**src/rtl/lmbs_pkg.sv**
```systemverilog
// ----------------------------------------------------------------------------
// lmbs_pkg
// Shared types and constants for the LED matrix bar-graph scanner.
// ----------------------------------------------------------------------------
`default_nettype none

package lmbs_pkg;

  // Default matrix geometry
  localparam int ROWS_DEFAULT = 3;
  localparam int COLS_DEFAULT = 3;

  // Command codes on the input word
  localparam logic CMD_SCAN = 1'b0;
  localparam logic CMD_LOAD = 1'b1;

  // Chain select codes on the output word
  localparam logic CHAIN_COL = 1'b0;
  localparam logic CHAIN_ROW = 1'b1;

  // Scan sequencer states
  typedef enum logic {
    ST_IDLE,
    ST_SHIFT
  } state_t;

endpackage

`default_nettype wire

```
**src/rtl/led_matrix_bar_scanner.sv**
```systemverilog
// ----------------------------------------------------------------------------
// led_matrix_bar_scanner
// Bar-graph driver for a multiplexed LED matrix fed by two serial chains.
// ----------------------------------------------------------------------------
// A scan word puts its first output word out in the cycle after it is accepted.
// A scan word gives COLS + ROWS output words, one per cycle while bit_ready is high,
//   through a single output shift register; the next input word is taken in the
//   cycle the last bit leaves, so scans can follow back to back.
// A load word gives no output.
// Reset: synchronous, clears the sequencer, the scan column and all column
//   patterns (matrix dark).
`default_nettype none

module led_matrix_bar_scanner #(
  parameter int ROWS = lmbs_pkg::ROWS_DEFAULT,
  parameter int COLS = lmbs_pkg::COLS_DEFAULT
) (
  input  wire logic       clk,
  input  wire logic       rst,
  // input words
  input  wire logic       cmd_valid,
  output logic            cmd_ready,
  input  wire logic       command,
  input  wire logic [1:0] column_index,
  input  wire logic [1:0] bar_height,
  // output words
  output logic            bit_valid,
  input  wire logic       bit_ready,
  output logic            chain_select,
  output logic            serial_bit,
  output logic            last_bit
);

  localparam int CW = (COLS > 1) ? $clog2(COLS) : 1;
  localparam int SW = COLS + ROWS;
  localparam int NW = $clog2(SW + 1);

  lmbs_pkg::state_t state, state_next;

  logic [ROWS-1:0] column_pattern [COLS];
  logic [CW-1:0]   scan_column;
  logic [SW-1:0]   shift_data;
  logic [NW-1:0]   remaining;

  logic            cmd_accept;
  logic            scan_accept;
  logic            load_accept;
  logic            bit_accept;
  logic [ROWS-1:0] load_mask;
  logic [COLS-1:0] sel_onehot;
  logic [CW-1:0]   wr_idx;

  assign cmd_accept  = cmd_valid && cmd_ready;
  assign scan_accept = cmd_accept && (command == lmbs_pkg::CMD_SCAN);
  assign load_accept = cmd_accept && (command == lmbs_pkg::CMD_LOAD);
  assign bit_accept  = bit_valid && bit_ready;
  assign wr_idx      = CW'(column_index);

  // Bar mask: row r lit when it sits within height rows of the bottom;
  // heights past the row count light every row
  always_comb begin
    for (int r = 0; r < ROWS; r++) begin
      load_mask[r] = ((r + int'(bar_height)) >= ROWS);
    end
  end

  // One-hot column select for the current scan column
  always_comb begin
    for (int c = 0; c < COLS; c++) begin
      sel_onehot[c] = (scan_column == CW'(c));
    end
  end

  // Next state
  always_comb begin
    state_next = state;
    case (state)
      lmbs_pkg::ST_IDLE: begin
        if (scan_accept) state_next = lmbs_pkg::ST_SHIFT;
      end
      lmbs_pkg::ST_SHIFT: begin
        if (bit_accept && last_bit) begin
          state_next = scan_accept ? lmbs_pkg::ST_SHIFT : lmbs_pkg::ST_IDLE;
        end
      end
      default: state_next = lmbs_pkg::ST_IDLE;
    endcase
  end

  // Handshake outputs: take a new word when idle or while the last bit leaves
  always_comb begin
    case (state)
      lmbs_pkg::ST_IDLE: begin
        bit_valid = 1'b0;
        cmd_ready = 1'b1;
      end
      lmbs_pkg::ST_SHIFT: begin
        bit_valid = 1'b1;
        cmd_ready = bit_ready && last_bit;
      end
      default: begin
        bit_valid = 1'b0;
        cmd_ready = 1'b0;
      end
    endcase
  end

  // Output word comes straight from registers
  assign serial_bit   = shift_data[SW-1];
  assign chain_select = (remaining <= NW'(ROWS)) ? lmbs_pkg::CHAIN_ROW
                                                 : lmbs_pkg::CHAIN_COL;
  assign last_bit     = (remaining == NW'(1));

  // Sequencer state and scan column
  always_ff @(posedge clk) begin
    if (rst) begin
      state       <= lmbs_pkg::ST_IDLE;
      scan_column <= '0;
      remaining   <= '0;
    end else begin
      state <= state_next;
      if (scan_accept) begin
        remaining   <= NW'(SW);
        scan_column <= (scan_column == CW'(COLS - 1)) ? '0 : scan_column + 1'b1;
      end else if (bit_accept) begin
        remaining <= remaining - 1'b1;
      end
    end
  end

  // Output shift register: column select bits, then inverted row bits
  always_ff @(posedge clk) begin
    if (scan_accept) begin
      shift_data <= {sel_onehot, ~column_pattern[scan_column]};
    end else if (bit_accept) begin
      shift_data <= {shift_data[SW-2:0], 1'b0};
    end
  end

  // Column pattern store
  always_ff @(posedge clk) begin
    if (rst) begin
      for (int c = 0; c < COLS; c++) begin
        column_pattern[c] <= '0;
      end
    end else if (load_accept && (int'(column_index) < COLS)) begin
      column_pattern[wr_idx] <= load_mask;
    end
  end

  // Checks
  a_last_on_row_chain: assert property (@(posedge clk) disable iff (rst)
    bit_valid && last_bit |-> chain_select == lmbs_pkg::CHAIN_ROW)
    else $error("last bit outside row chain");

  a_scan_starts_col: assert property (@(posedge clk) disable iff (rst)
    scan_accept |=> bit_valid && chain_select == lmbs_pkg::CHAIN_COL
                    && remaining == NW'(SW))
    else $error("scan did not start on column chain");

  a_drain_to_idle: assert property (@(posedge clk) disable iff (rst)
    bit_accept && last_bit && !scan_accept |=> !bit_valid)
    else $error("output still valid after last bit");

  a_column_range: assert property (@(posedge clk) disable iff (rst)
    int'(scan_column) < COLS)
    else $error("scan column out of range");

endmodule

`default_nettype wire
```
**config.mk**
```make
export PLATFORM = sky130hd
export DESIGN_NAME = led_matrix_bar_scanner
export DESIGN_NICKNAME = d
export VERILOG_FILES = /design/src/rtl/lmbs_pkg.sv /design/src/rtl/led_matrix_bar_scanner.sv
export SDC_FILE = /design/constraint.sdc
export NUM_CORES = 1
export LEC_CHECK = 0
export ABC_AREA = 1
export BUFFER_PORTS_ARGS = -buffer_cell sky130_fd_sc_hd__buf_2
export CAP_MARGIN = 40
export CORE_MARGIN = 2
export CORE_UTILIZATION = 56
export DETAILED_ROUTE_END_ITERATION = 8
export MAX_ROUTING_LAYER = met4
export PLACE_DENSITY = 0.79
export SLEW_MARGIN = 20
export SYNTH_ARGS = -nofsm -noshare
export SYNTH_HDL_FRONTEND = slang
export SYNTH_SLANG_ARGS = --single-unit
```
**constraint.sdc**
```tcl
create_clock -name clk -period 2.1 [get_ports clk]
set_input_delay 0.42 -clock clk [delete_from_list [all_inputs] [get_ports clk]]
set_output_delay 0.42 -clock clk [all_outputs]
set_load 0.005 [all_outputs]
```
# After elaboration in Yosys (flattened, before gate mapping)
# Memories as Yosys holds them, arrays and structs flattened. A register that Yosys moved wholly into a read port is not among the register bits.
# Cells that the tools add are included.
# op_classes
reduce_logical	11
n_mux	21
eq_ne	3
addsub	4
bitwise_logic	3
n_lt_le_gt_ge	5
# op_table
cell	count
6-bit 2-to-1 mux	2
1-bit 2-to-1 mux	9
3-bit 2-to-1 mux	3
2-bit 2-to-1 mux	4
1-bit logical AND	7
3-bit by 2-bit greater-or-equal comparator with 1-bit output (second input constant)	2
1-bit one-hot mux with 2 select lines	3
1-bit by 2-bit adder with 3-bit output (first input constant)	1
2-bit by 2-bit adder with 3-bit output (first input constant)	1
3-bit by 1-bit equality test with 1-bit output (second input constant)	1
3-bit by 2-bit less-or-equal comparator with 1-bit output (second input constant)	1
3-bit NOT	1
3-bit OR reduction	1
3-bit by 1-bit subtractor with 3-bit output (second input constant)	1
2-bit by 1-bit adder with 2-bit output (second input constant)	1
2-bit by 1-bit equality test with 1-bit output (second input constant)	1
2-bit equality test (second input constant)	1
2-bit greater-or-equal comparator (second input constant)	1
2-bit logical NOT	1
2-bit < comparator (second input constant)	1
1-bit NOT	2
2-bit nonzero test	1
2-bit OR reduction	1
# word_totals
mem_bits_rw	9
reg_bits	12
memories	1
inputBits	9
elab_cells	53
# mem_list
memory	words	width	rd	rd_ports_with_merged_regs	write_ports	line	source
column_pattern	3	3	1	1	3	led_matrix_bar_scanner.sv:40	logic [ROWS-1:0] column_pattern [COLS];

# Longest topological paths before layout
# Gate-level depths: netlist (run 1).
# depth
depth_word	11
depth_mapped	8

# Worst setup path after synthesis (run 1)
# OpenSTA, ideal clock, no wires.
# synth_path
path_type	reg-to-reg
startpoint	register remaining[1]
endpoint	memory column_pattern[1][0] (netlist name) (enable)
n_path_buf	0
stages_incl_launch_ff	7
setup_ns	0.344
t_arrival_ns	1.153
period_less_slack_ns	1.497
slack_ns	0.603
required_time_ns	1.756
path_cell_list	dfxtp_1 inv_1 ha_1 nand3_2 nand2_4 nand3_4 o21ai_0
# synth_lines
item	line	source
start, declared	led_matrix_bar_scanner.sv:43	logic [NW-1:0] remaining;
start signal, assigned	led_matrix_bar_scanner.sv:123	remaining <= NW'(SW);
start signal, assigned	led_matrix_bar_scanner.sv:126	remaining <= remaining - 1'b1;
end, declared	led_matrix_bar_scanner.sv:40	

# Worst setup path in the final report (run 1)
# layout_path
startpoint	register remaining[1]
endpoint	output cmd_ready
# layout_between
elab_chain_cells	3
# layout_rtl
item	line	source
3-bit by 1-bit equality test with 1-bit output	led_matrix_bar_scanner.sv:112	assign last_bit = (remaining == NW'(1));
1-bit logical AND	led_matrix_bar_scanner.sv:99	cmd_ready = bit_ready && last_bit;
1-bit one-hot mux with 2 select lines	led_matrix_bar_scanner.sv:92	case (state)
end, declared	led_matrix_bar_scanner.sv:22	output logic cmd_ready,
# Every way passes these cells.

==> results of run 1 <==
power groups by stage:
stage / clock, µW / sequential (µW) / combinational, µW
floorplan: 0 / 606 / 79.1
global placement: 0 / 610 / 108
detailed placement: 0 / 611 / 113
CTS: 343 / 600 / 114
global route: 361 / 604 / 130
finish: 341 / 600 / 113
cells in the mapped netlist:
cell type  instances  share of area
nand3_4            2          0.028
inv_1             18          0.054
o211ai_1           1         0.0060
ha_1               3          0.030
dfxtp_1            8           0.13
o21ai_0            2         0.0080
nor2_2             2          0.010
nand3_2            2          0.016
nand4_1            3          0.015
nand3_1            6          0.024
nor2_4             1         0.0090
nor3_1             4          0.016
inv_2              1         0.0030
a21oi_1            6          0.024
o21ai_1            1         0.0040
nand2_2            1         0.0050
nor2_1            10          0.030
xor2_1             1         0.0070
conb_1             1         0.0030
nand2_4            1         0.0090
clkinv_2           1         0.0040
o21a_1             1         0.0060
buf_6              1         0.0090
nor4_1             2          0.010
nand2_1           34           0.10
clkbuf_1           1         0.0030
a22oi_1            1         0.0060
edfxtp_1          18           0.43
cells by family after synthesis:
group	Yosys count
flops	26
compound gates	12
simple gates	68
fa+ha+maj	3
buf+inv	22
xor+xnor	1
other cells	1
per-layer routing:
layer / track usage / up-vias / part of all wire
met3: 0.0263 / 2 / 0.031
met2: 0.297 / 26 / 0.49
met1: 0.234 / 392 / 0.47
met5: - / - / 0
met4: 0.0789 / 0 / 0.0076
li1: - / 466 / -
registers in the layout, indices dropped and copies added (netlist names), named ones only:
name	flops
column_pattern	12
state	1
scan_column	2
remaining	3
shift_data	6
critical path: cells and delay by family (launching register included):
| family | cells | cell delay [ns] |
|---|---|---|
| AND/OR/NAND/NOR | 2 | 0.18 |
| flip-flops | 1 | 0.40 |
| buffers and inverters | 2 | 0.23 |
| adder cells (fa/ha/maj) | 1 | 0.22 |
layout by cell type (no fill, tap or decap):
| cell | netlist | layout |
|---|---|---|
| nand2_1 | 34 | 34 |
| inv_1 | 18 | 18 |
| edfxtp_1 | 18 | 18 |
| buf_2 | 0 | 13 |
| nor2_1 | 10 | 10 |
| dfxtp_1 | 8 | 8 |
| nand3_1 | 6 | 6 |
| a21oi_1 | 6 | 6 |
| nor3_1 | 4 | 4 |
| nand4_1 | 3 | 3 |
| ha_1 | 3 | 3 |
| clkbuf_4 | 0 | 3 |
| conb_1 | 1 | 3 |
| nand3_2 | 2 | 2 |
| nand3_4 | 2 | 2 |
| o21ai_0 | 2 | 2 |
| nor2_2 | 2 | 2 |
| nor4_1 | 2 | 2 |
| inv_2 | 1 | 1 |
| nand2_4 | 1 | 1 |
| o21ai_1 | 1 | 1 |
| clkinv_2 | 1 | 1 |
| nand2_2 | 1 | 1 |
| nor2_4 | 1 | 1 |
| o211ai_1 | 1 | 1 |
| xor2_1 | 1 | 1 |
| o21a_1 | 1 | 1 |
| a22oi_1 | 1 | 1 |
| bufinv_16 | 0 | 1 |
how the worst min path moves through the flow:
stage | start | to | slack, ns | cells past startpoint
floorplan | scan_column[1] | flip-flop | 0.47 | 2
global placement | scan_column[1] | scan_column[1] | 0.50 | 2
detailed placement | scan_column[1] | flip-flop | 0.50 | 2
CTS | rst | remaining[1] | 0.30 | 2
global route | rst | remaining[1] | 0.30 | 2
finish | rst | remaining[1] | 0.30 | 2
per-stage QoR:
stage | instance area (µm²) | utilization
after global routing | 1400 | 0.644
after detailed placement | 1350 | 0.620
after global placement | 1350 | 0.620
final | 1400 | 0.644
after CTS | 1400 | 0.644
after floorplan | 1260 | -
area by class of cell:
type	count	area [µm²]	share of cell area
tap	28	35.0	0.0251
clock buffer	3	22.5	0.0161
sequential	26	701	0.501
inverter	20	76.3	0.0546
timing repair buffer	13	65.1	0.0466
clock inverter	1	30.0	0.0215
multi-input combinational	87	468	0.335
==> results by stage, run 1 <==
Clocking:
- The library cell used as clock root buffer is clkbuf_4.
- The number of setup buffers added after CTS is 0.
- The total of hold buffers inserted after clock tree synthesis is 0.
- The clock passes through at most 2 buffers.
- TritonCTS created 3 clock buffers.
- TritonCTS built the clock tree.
- In this run, post-CTS repair resized a total of 0 instances.
- Clock-pin slew was measured on the worst setup and hold paths at between 0.1 and 0.15 ns.
- In this run the number of H-tree levels came out at 1.
- The number of sinks driven by the clock tree is 26.
- The worst-skew pair later-pin latency is 0.32 ns.

STA:
- The number of hold-slack violations in the final timing report is 0.
- The max-slew violation count is 0.
- Across all setup checks in the final design, the least slack found is approximately 0.33 ns.
- The final critical delay including setup and external delays is around 1.8 ns.
- The highest clock frequency the design can meet is approximately 0.57 GHz.
- The clock skew is 0.00663 ns.
- The setup-violating endpoint count in the final report is 0.
- The worst hold-check slack is 0.304 ns.
- Setup repair after global routing left no endpoint under its margin.
- The final clock period utilization by the worst path is 0.841.
- The total negative setup slack is 0 ns.

Power:
- The relative contribution of the clock network to total power is 0.323.
- Of the total power, combinational logic draws 0.107.
- Power spread over the standard cell area amounts to 755 nW/µm².
- The switching power as a share of total power is 0.228.
- Of the total power, registers draw 0.569.
- IR analysis of the VDD net gives a maximum drop of approximately 0.59 mV.
- The switching power is 240 µW.
- The cell-internal power is 815 µW.
- The completed layout was analyzed and its total power is 1050 µW.
- In this run the static leakage power is 0.000626 µW.

Yosys:
- The xor and xnor area share after synthesis is 0.00699.
- The number of distinct library cells after synthesis is 28.
- After synthesis, the share of cell area in mux cells is 0.
- The synthesized-area fraction occupied by ao, oa, aoi and oai cells is 0.0539.
- The post-synthesis share of cell area spent on and, or, nand and nor gates is 0.274.
- During synthesis, Yosys emitted a total of 0 warnings.
- Counting every instance in the synthesized netlist gives 133.
- By area, the combinational part of the netlist is dominated by simple AND/OR/NAND/NOR gates.
- The count of state elements after synthesis is 26.
- Of the synthesized area, sequential elements account for 0.559.
- Of the total synthesized cell area, the portion taken by full adders, half adders and majority gates is 0.0300.
- Dividing the synthesized area by the synthesized cell count gives ~9.4 µm².
- The cell area after synthesis is 1250 µm².

Routing:
- The initial detailed-routing violation count is 18.
- After detailed routing, the average wire length per cell comes to about 12 µm.
- The final routed DRC violation total is 0.
- The final wirelength is 2100 µm.
- Detailed routing inserted a total of 886 vias.
- The first detailed-routing pass ran for 4 iterations.
- The number of antenna-violating nets in the routed design is 0.
- The via count normalized by instance count is 4.98.

Global routing:
- The number of global-route vias before repair came to 855.
- Across every metal layer, demand over resource in global routing totals 0.184.
- The first global-routing pass estimated 3520 µm of wire.
- The global route total overflow is 0.
- The number of antenna violations at the first check in global routing is 0.
- The maximum number of pins on one net before global-route repair is 16.

Setup path:
- The highest fanout seen on the critical path is 6.
- The worst register-to-register path begins at remaining[1].
- For the worst setup path, the data required time is 1.68 ns.
- The endpoint of the lowest-slack register-to-register path is column_pattern[2][2].
- The setup path with the least slack is of type flip-flop to primary output.
- The slack of the worst reg-to-reg path is about 0.44 ns.
- The worst setup path is launched from a flip-flop.
- Traced cell by cell, the critical path runs through inv_1 > ha_1 > nand3_2 > nand2_4 > buf_2.
- For this design, the slowest cell found on the critical path is dfxtp_1.
- In this design, the stage delay of the slowest critical-path cell is approximately 0.40 ns.
- The endpoint of the most critical setup path is cmd_ready.
- The launch point of the critical path is remaining[1].
- The type of destination of the critical path is a primary output.
- Counting cells, the worst reg-to-reg path comes to 6.
- Data arrives at the worst endpoint at 1.35 ns.

Cells and area:
- The filler-free cell count of the finished design is around 180.
- From synthesis to final layout, the design area changed by 11.6%.
- The share of final-layout standard cells stronger than drive strength 1 is 0.187.
- The layout filler cell count is 195.
- The final net count is 163.
- The repair_antennas step left the layout with diodes totalling 0.

Die:
- 14 I/O pins were placed.
- The initialized floorplan defines 17 standard-cell rows.
- The placeable core region is 2170 µm².
- The floorplan step defined a die boundary enclosing ~2600 µm².
- In this run the vertical extent of the chip is a little over 50 µm.
- The initial utilization of the core area, before any placement, comes to 0.577.
- From left edge to right edge, the die measures 51.3 µm.

Place:
- At the placement stage, the worst setup path has a slack of between 0.3 and 0.4 ns.
- The count of buffers added on input and output ports is 13.
- After detailed placement, the design holds a cell count of 174.
- The HPWL after detailed placement is 1600 µm.
- The placer's final routability congestion estimate is 0.839.

Worst hold path:
- The worst hold path belongs to the class primary input to flip-flop.

Status:
- The run finished with clean final reports.

Job:
- Across the run, the number of max-cap violations was 0.
No activity file was read; power rests on OpenSTA's default activity.
==> run 2, diff against run 1 <==
CORE_UTILIZATION = 51   (was 56)
PLACE_DENSITY = 0.76   (was 0.79)
clock period = 1.6 ns   (was 2.1 ns; I/O delays follow)
==> run 2 against run 1 <==
  * Register-to-register slack got worse by 0.31 ns
  * Clock power fell by 6%
  * Combinational power rose by 38%
  * Sequential share of layout area fell by 0.83 points
  * Largest cell class unchanged
  * Power rose by 20%
  * Via count rose by 3.7%
  * Die area rose by 9.0%
  * Cell count rose by 1.7%
  * Sequential power rose by 31%
  * First-iteration DRC count rose by 39%
  * Non-clock buffer count rose by 3
==> results by stage, run 2 (synthesis results as in run 1) <==
Cells and area:
- The share of final-layout standard cells stronger than drive strength 1 is 0.242.
- The number of flip-flops in the largest register is 12.
- The final antenna diode count is 0.
- The library cell used most frequently in the layout, excluding fill and tap cells, is nand2_1.
- The total area of sequential cells is ~710 µm².
- The library cells used most frequently in the layout, excluding fill and tap cells, are 34 x nand2_1, 18 x edfxtp_1, 17 x inv_1.
- The largest registers in the layout are column_pattern: 12 flops, shift_data: 6 flops, remaining: 3 flops.
- The signed area change from the synthesized netlist to the final layout is 14.3%.
- For this run, the post-layout net count is 166.
- At the end of the flow the core is filled with cells to 0.629.
- Counting flops per register, the top entry is column_pattern.
- After filler insertion, the fill cell instance count of the layout stands at 185.
- The multi-input logic area is ~500 µm².

Clocking:
- The deepest clock path buffer count is 2.
- In this run the number of H-tree levels came out at 1.
- The root buffer cell chosen for the clock tree is clkbuf_4.
- The worst-skew pair later-pin latency is between 0.3 and 0.4 ns.
- The clock buffer count from CTS is 3.
- TritonCTS built the clock tree.
- The number of sinks driven by the clock tree is 26.
- After clock tree synthesis, the clock-pin slew on the worst setup and hold paths is between 0.1 and 0.15 ns.

Routing:
- The first-pass iteration count of the detailed router is 4.
- The final wirelength is 2000 µm.
- The overall via count from detail_route is 919.
- In the routed design, unresolved DRC markers number 0.
- The via count normalized by instance count is slightly above 5.
- The routed length per instance is 11.1 µm.
- In this run, the number of DRC markers left after iteration 0 of detailed routing was 25.
- The number of antenna-violating nets in the routed design is 0.

Power:
- The cell leakage power is 0.000633 µW.
- The worst-case IR drop observed on VDD is 0.807 mV.
- For this design the ratio of total power to cell area is just under 900 nW/µm².

Die:
- The floorplan step set the die height to 53.6 µm.
- The floorplan step set the die width to 53.6 µm.
- The overall die area is about 2900 µm².
- The initialized floorplan defines 17 standard-cell rows.
- The placeable core region is 2280 µm².
- The number of placed I/O pins is 14.
- The starting density of the core is 0.550.

Place:
- Input and output buffers added on the ports amount to 13.
- The placer's final routability congestion estimate is approximately 0.83.
- The wire-length estimate of the detail-placed layout is 1580 µm.
- The placement-stage worst setup slack is -0.00116 ns.

Setup path:
- STA puts the critical path data arrival time at 1.21 ns.
- STA classifies the critical path endpoint as a primary output.
- The category of the critical setup timing path is flip-flop to primary output.
- The critical path required time is 1.28 ns.
- The highest fanout seen on the critical path is 6.
- The startpoint class of the critical path is a flip-flop.

Job:
- The max-capacitance violation count is 0.

STA:
- The final critical delay including setup and external delays is 1.53 ns.
- For this run, the top clock speed supported by timing is around 0.65 GHz.
- Setup violations remaining at the end of the flow were counted as 0.
- On the final layout, the worst hold slack is 0.218 ns.
- The number of hold-slack violations in the final timing report is 0.
- The max-slew violation count is 0.
- The total negative setup slack is 0 ns.
- The clock skew is 0.00434 ns.
- Setup repair after global routing could not meet its margin everywhere.
- The worst path meets setup with between 0.07 and 0.08 ns of slack.
- Of the available clock period, the critical path in the final layout requires 0.955.

Global routing:
- Summed over all layers, the global routing overflow is 0.
- For this run, the total global-route usage over all layers was measured as 0.178.
- The number of global-route vias before repair is around 840.
- The first global-routing pass estimated 3520 µm of wire.
- The number of antenna violations at the first check in global routing came to 0.
- Entering global routing, the biggest net connects 15 pins.

Status:
- The run finished with clean final reports.

Worst hold path:
- The path type of the worst min-delay path is primary input to flip-flop.
## run 2: changes by cell type in the layout (fill, tap and decap cells not counted), sizes merged
cell    before  now
buf         13   16
bufinv       1    0
clkbuf       3    4
## run 2: what timing repair did
action | in CTS | in global routing
setup endpoints to repair | 4 | 16
buffers inserted | 0 | 0
gates cloned | 0 | 0
pin swaps | 0 | 1
gates resized for setup | 2 | 8
hold buffers | 0 | 0
## run 2: metal layers
| metal | vias to the layer above | track usage | share of wire |
|---|---|---|---|
| met5 | - | - | 0 |
| met4 | 0 | 0.0726 | 0.013 |
| met3 | 4 | 0.0389 | 0.054 |
| met2 | 26 | 0.265 | 0.47 |
| met1 | 414 | 0.236 | 0.46 |
| li1 | 475 | - | - |
## run 2: area by class of cell
class / count / area share
tap: 28 / 0.0245
inverter: 20 / 0.0551
clock buffer: 4 / 0.0253
timing repair buffer: 16 / 0.0612
sequential: 26 / 0.493
multi-input combinational: 87 / 0.341
## run 2: path summary, 6_finish.rpt
path / start / end / slack (ns) / cells past startpoint
max: remaining[1] / cmd_ready / 0.07 / 5
min: rst / remaining[1] / 0.22 / 2
max reg2reg: remaining[1] / shift_data[1] / 0.13 / 6
min reg2reg: scan_column[1] / scan_column[1] / 0.53 / 2
## run 2: power by group
part	switching, µW	internal (µW)	total (µW)
combinational	97.8	58.3	156
sequential	24.6	763	788
clock	183	139	322
total	306	961	1270
## run 2: per-stage QoR
stage          cell area [µm²]  std cells  power [µW]
2_1_floorplan             1260        135         899
4_1_cts                   1410        181        1260
3_5_place_dp              1370        177         954
6_report                  1430        181        1270
3_3_place_gp              1370        177         948
5_1_grt                   1430        181        1320
## run 2: critical path: stages (launching register included)
cell and delay (ns):
dfxtp_2 0.39, inv_4 0.05, ha_4 0.15, nand3_2 0.08, nand2_4 0.08, buf_2 0.14
==> run 3, diff against run 2 <==
MAX_ROUTING_LAYER = unset   (was met4)
==> run 3 against run 2 <==
  * Critical path depth stayed put
  * Highest routed layer unchanged
  * Critical path type unchanged
  * Non-clock buffer count stayed put
  * Core utilization is the same
  * Hold slack improved by 0.0017 ns
  * Largest cell class unchanged
  * Clock-buffer cell count stayed put
  * Routed wire length about the same
  * Via count down 0.11%
  * Die area unchanged
  * Cell count is the same
  * First-iteration DRC count unchanged
==> results by stage, run 3 (synthesis results as in run 1) <==
Routing:
- The via count normalized by instance count is 5.07.
- For this block, the routed nets add up to 2000 µm of wire.
- Summed over all nets, wire length on met3 after detailed routing comes to 107 µm.
- In the routed design, unresolved DRC markers number 0.
- The overall via count from detail_route is 918.
- Wire segments on met2 add up to 945 µm in the final route.
- The count of nets left with antenna violations once routing finished came out at 0.
- Routed signal wires occupy layers up through met4.
- After detailed routing, the wire length on met1 is 918 µm.
- The initial detailed-routing violation count is 25.
- Dividing the detail-routed wire length by the instance count gives 11.1 µm.
- The first TritonRoute pass finished after 4 iterations.

Clocking:
- In this run the post-CTS setup repair buffer count came out at 0.
- The worst-skew pair later-pin latency is 0.31 ns.
- The clock passes through at most 2 buffers.
- The clock input transition at the sequential cells of the worst setup and hold paths is 0.13 ns.
- The TritonCTS clock tree is yes.
- The library cell used as clock root buffer is clkbuf_4.
- In this run the number of H-tree levels came out at 1.
- The clock buffer count from CTS is 3.
- The number of sinks driven by the clock tree is 26.

Die:
- The die covers 2870 µm².
- The die width is 53.6 µm.
- The number of placement rows is 17.
- The placeable core region is 2280 µm².
- In this run the count of I/O pins placed on the die edge is 14.
- Measured along the y axis, the die boundary spans 53.6 µm.
- For this configuration, the core starts out at a cell density of 0.550.

STA:
- The number of hold-slack violations in the final timing report came to 0.
- Subtracting the final worst setup slack from the clock period gives 1.53 ns.
- The highest clock frequency the design can meet is 0.655 GHz.
- The max-slew violation count is 0.
- Setup total negative slack on the finished layout was measured at 0 ns.
- Setup repair after global routing could not meet its margin everywhere.
- The final clock period utilization by the worst path is 0.954.
- Setup violations remaining at the end of the flow were counted as 0.
- The clock skew is 0.00475 ns.

Power:
- The cell leakage power is 0.000633 µW.
- The fraction of power consumed by sequential logic is 0.623.
- IR analysis of the VDD net gives a maximum drop of 0.806 mV.
- Power comes to 1260 µW.
- Summed over all nets, the switching power comes to 304 µW.
- The relative contribution of the clock network to total power is 0.254.
- Of the total power, combinational logic draws 0.123.
- The power density relative to cell area is 884 nW/µm².
- The cell-internal power is ~960 µW.
- Of the total power, the share spent switching nets is 0.241.

Setup path:
- At the worst endpoint, the arrival time is approximately 1.2 ns.
- The top cell family by delay on the critical path is flip-flops.
- STA classifies the critical path startpoint as a flip-flop.
- The critical path required time is 1.28 ns.
- For this design, the slowest cell found on the critical path is dfxtp_2.
- The category of the critical setup timing path is flip-flop to primary output.
- Traced cell by cell, the critical path runs through inv_4 > ha_4 > nand3_2 > nand2_4 > buf_2.
- In this design, the stage delay of the slowest critical-path cell is roughly 0.4 ns.
- Of all nets on the critical path, the largest fanout is 6.
- STA classifies the critical path endpoint as a primary output.
- Counting both buffers and inverters, the worst setup path holds a total of 2.

Cells and area:
- The number of flip-flops in the largest register is 12.
- Ranked by flip-flop count, first place goes to column_pattern.
- The repair_antennas step left the layout with diodes totalling 0.
- In the final layout, the registers with the most flip-flops are column_pattern: 12 flops, shift_data: 6 flops, remaining: 3 flops.
- The share of final-layout standard cells stronger than drive strength 1 is 0.242.
- The most common cell after layout, fill and taps aside is nand2_1.
- After routing the design area is 1430 µm².
- The signed area change from the synthesized netlist to the final layout is 14.3%.
- The final net count is 166.
- In the layout the commonest cells are 34 x nand2_1, 18 x edfxtp_1, 17 x inv_1.

Global routing:
- The global route total overflow is 0.
- The maximum number of pins on one net before global-route repair is 15.
- In the global route stage, overall resource usage came out at 0.173.
- The number of global-route vias before repair is 835.
- The number of antenna violations at the first check in global routing is 0.
- The first global-routing pass estimated 3520 µm of wire.

Job:
- The max-capacitance violation count is 0.

Status:
- The flow ran to the end, and the final reports show no timing, DRC or antenna violations.

Place:
- The wire-length estimate of the detail-placed layout is 1580 µm.
- Routability-driven placement finished with a final weighted congestion of 0.818.
- The cell area after placement is 1370 µm².
- The count of port buffers added during placement is 13.

Worst hold path:
- The path type of the worst min-delay path is primary input to flip-flop.
run 3: cell counts in the layout (fill, tap and decap cells not counted):
No cell type changed its count.
run 3: cell type report:
class                   instances  area (µm²)
clock buffers                   4        36.3
flip-flops and latches         26         706
inverters                      20        78.8
well taps                      28        35.0
repair buffers                 16        87.6
fillers                       185         845
multi-input cells              87         488
run 3: worst paths after layout:
path              slack [ns]      startpoint  depth (start not counted)             end
setup / recovery        0.07    remaining[1]                          5       cmd_ready
hold / removal          0.22             rst                          2    remaining[1]
setup reg to reg        0.13    remaining[1]                          6   shift_data[1]
hold reg to reg         0.53  scan_column[1]                          2  scan_column[1]
run 3: power groups by stage:
stage / sequential [µW] / clock, µW / combinational [µW]
after floorplan: 796 / 0 / 104
after CTS: 787 / 324 / 153
after detailed placement: 802 / 0 / 152
final: 788 / 321 / 156
after global routing: 794 / 349 / 180
after global placement: 801 / 0 / 147
run 3: metal layers:
metal | track usage | vias to the layer above
li1 | - | 474
met2 | 0.265 | 26
met1 | 0.236 | 414
met3 | 0.0389 | 4
met5 | 0 | -
met4 | 0.0726 | 0
run 3: per-stage QoR:
stage | setup WS, ns | hold WS [ns] | std cells | util
6_report | 0.0732 | 0.220 | 181 | 0.629
5_1_grt | -0.00985 | 0.201 | 181 | 0.629
4_1_cts | -0.00432 | 0.210 | 181 | 0.617
3_5_place_dp | -0.00116 | 0.505 | 177 | 0.601
3_3_place_gp | 0.103 | 0.496 | 177 | 0.601
2_1_floorplan | 0.103 | 0.389 | 135 | -
run 3: repair_timing:
item / 4_1_cts / 5_1_grt
pin swaps: 0 / 1
hold buffers: 0 / 0
resized for setup: 2 / 8
endpoints found under the setup margin: 4 / 16
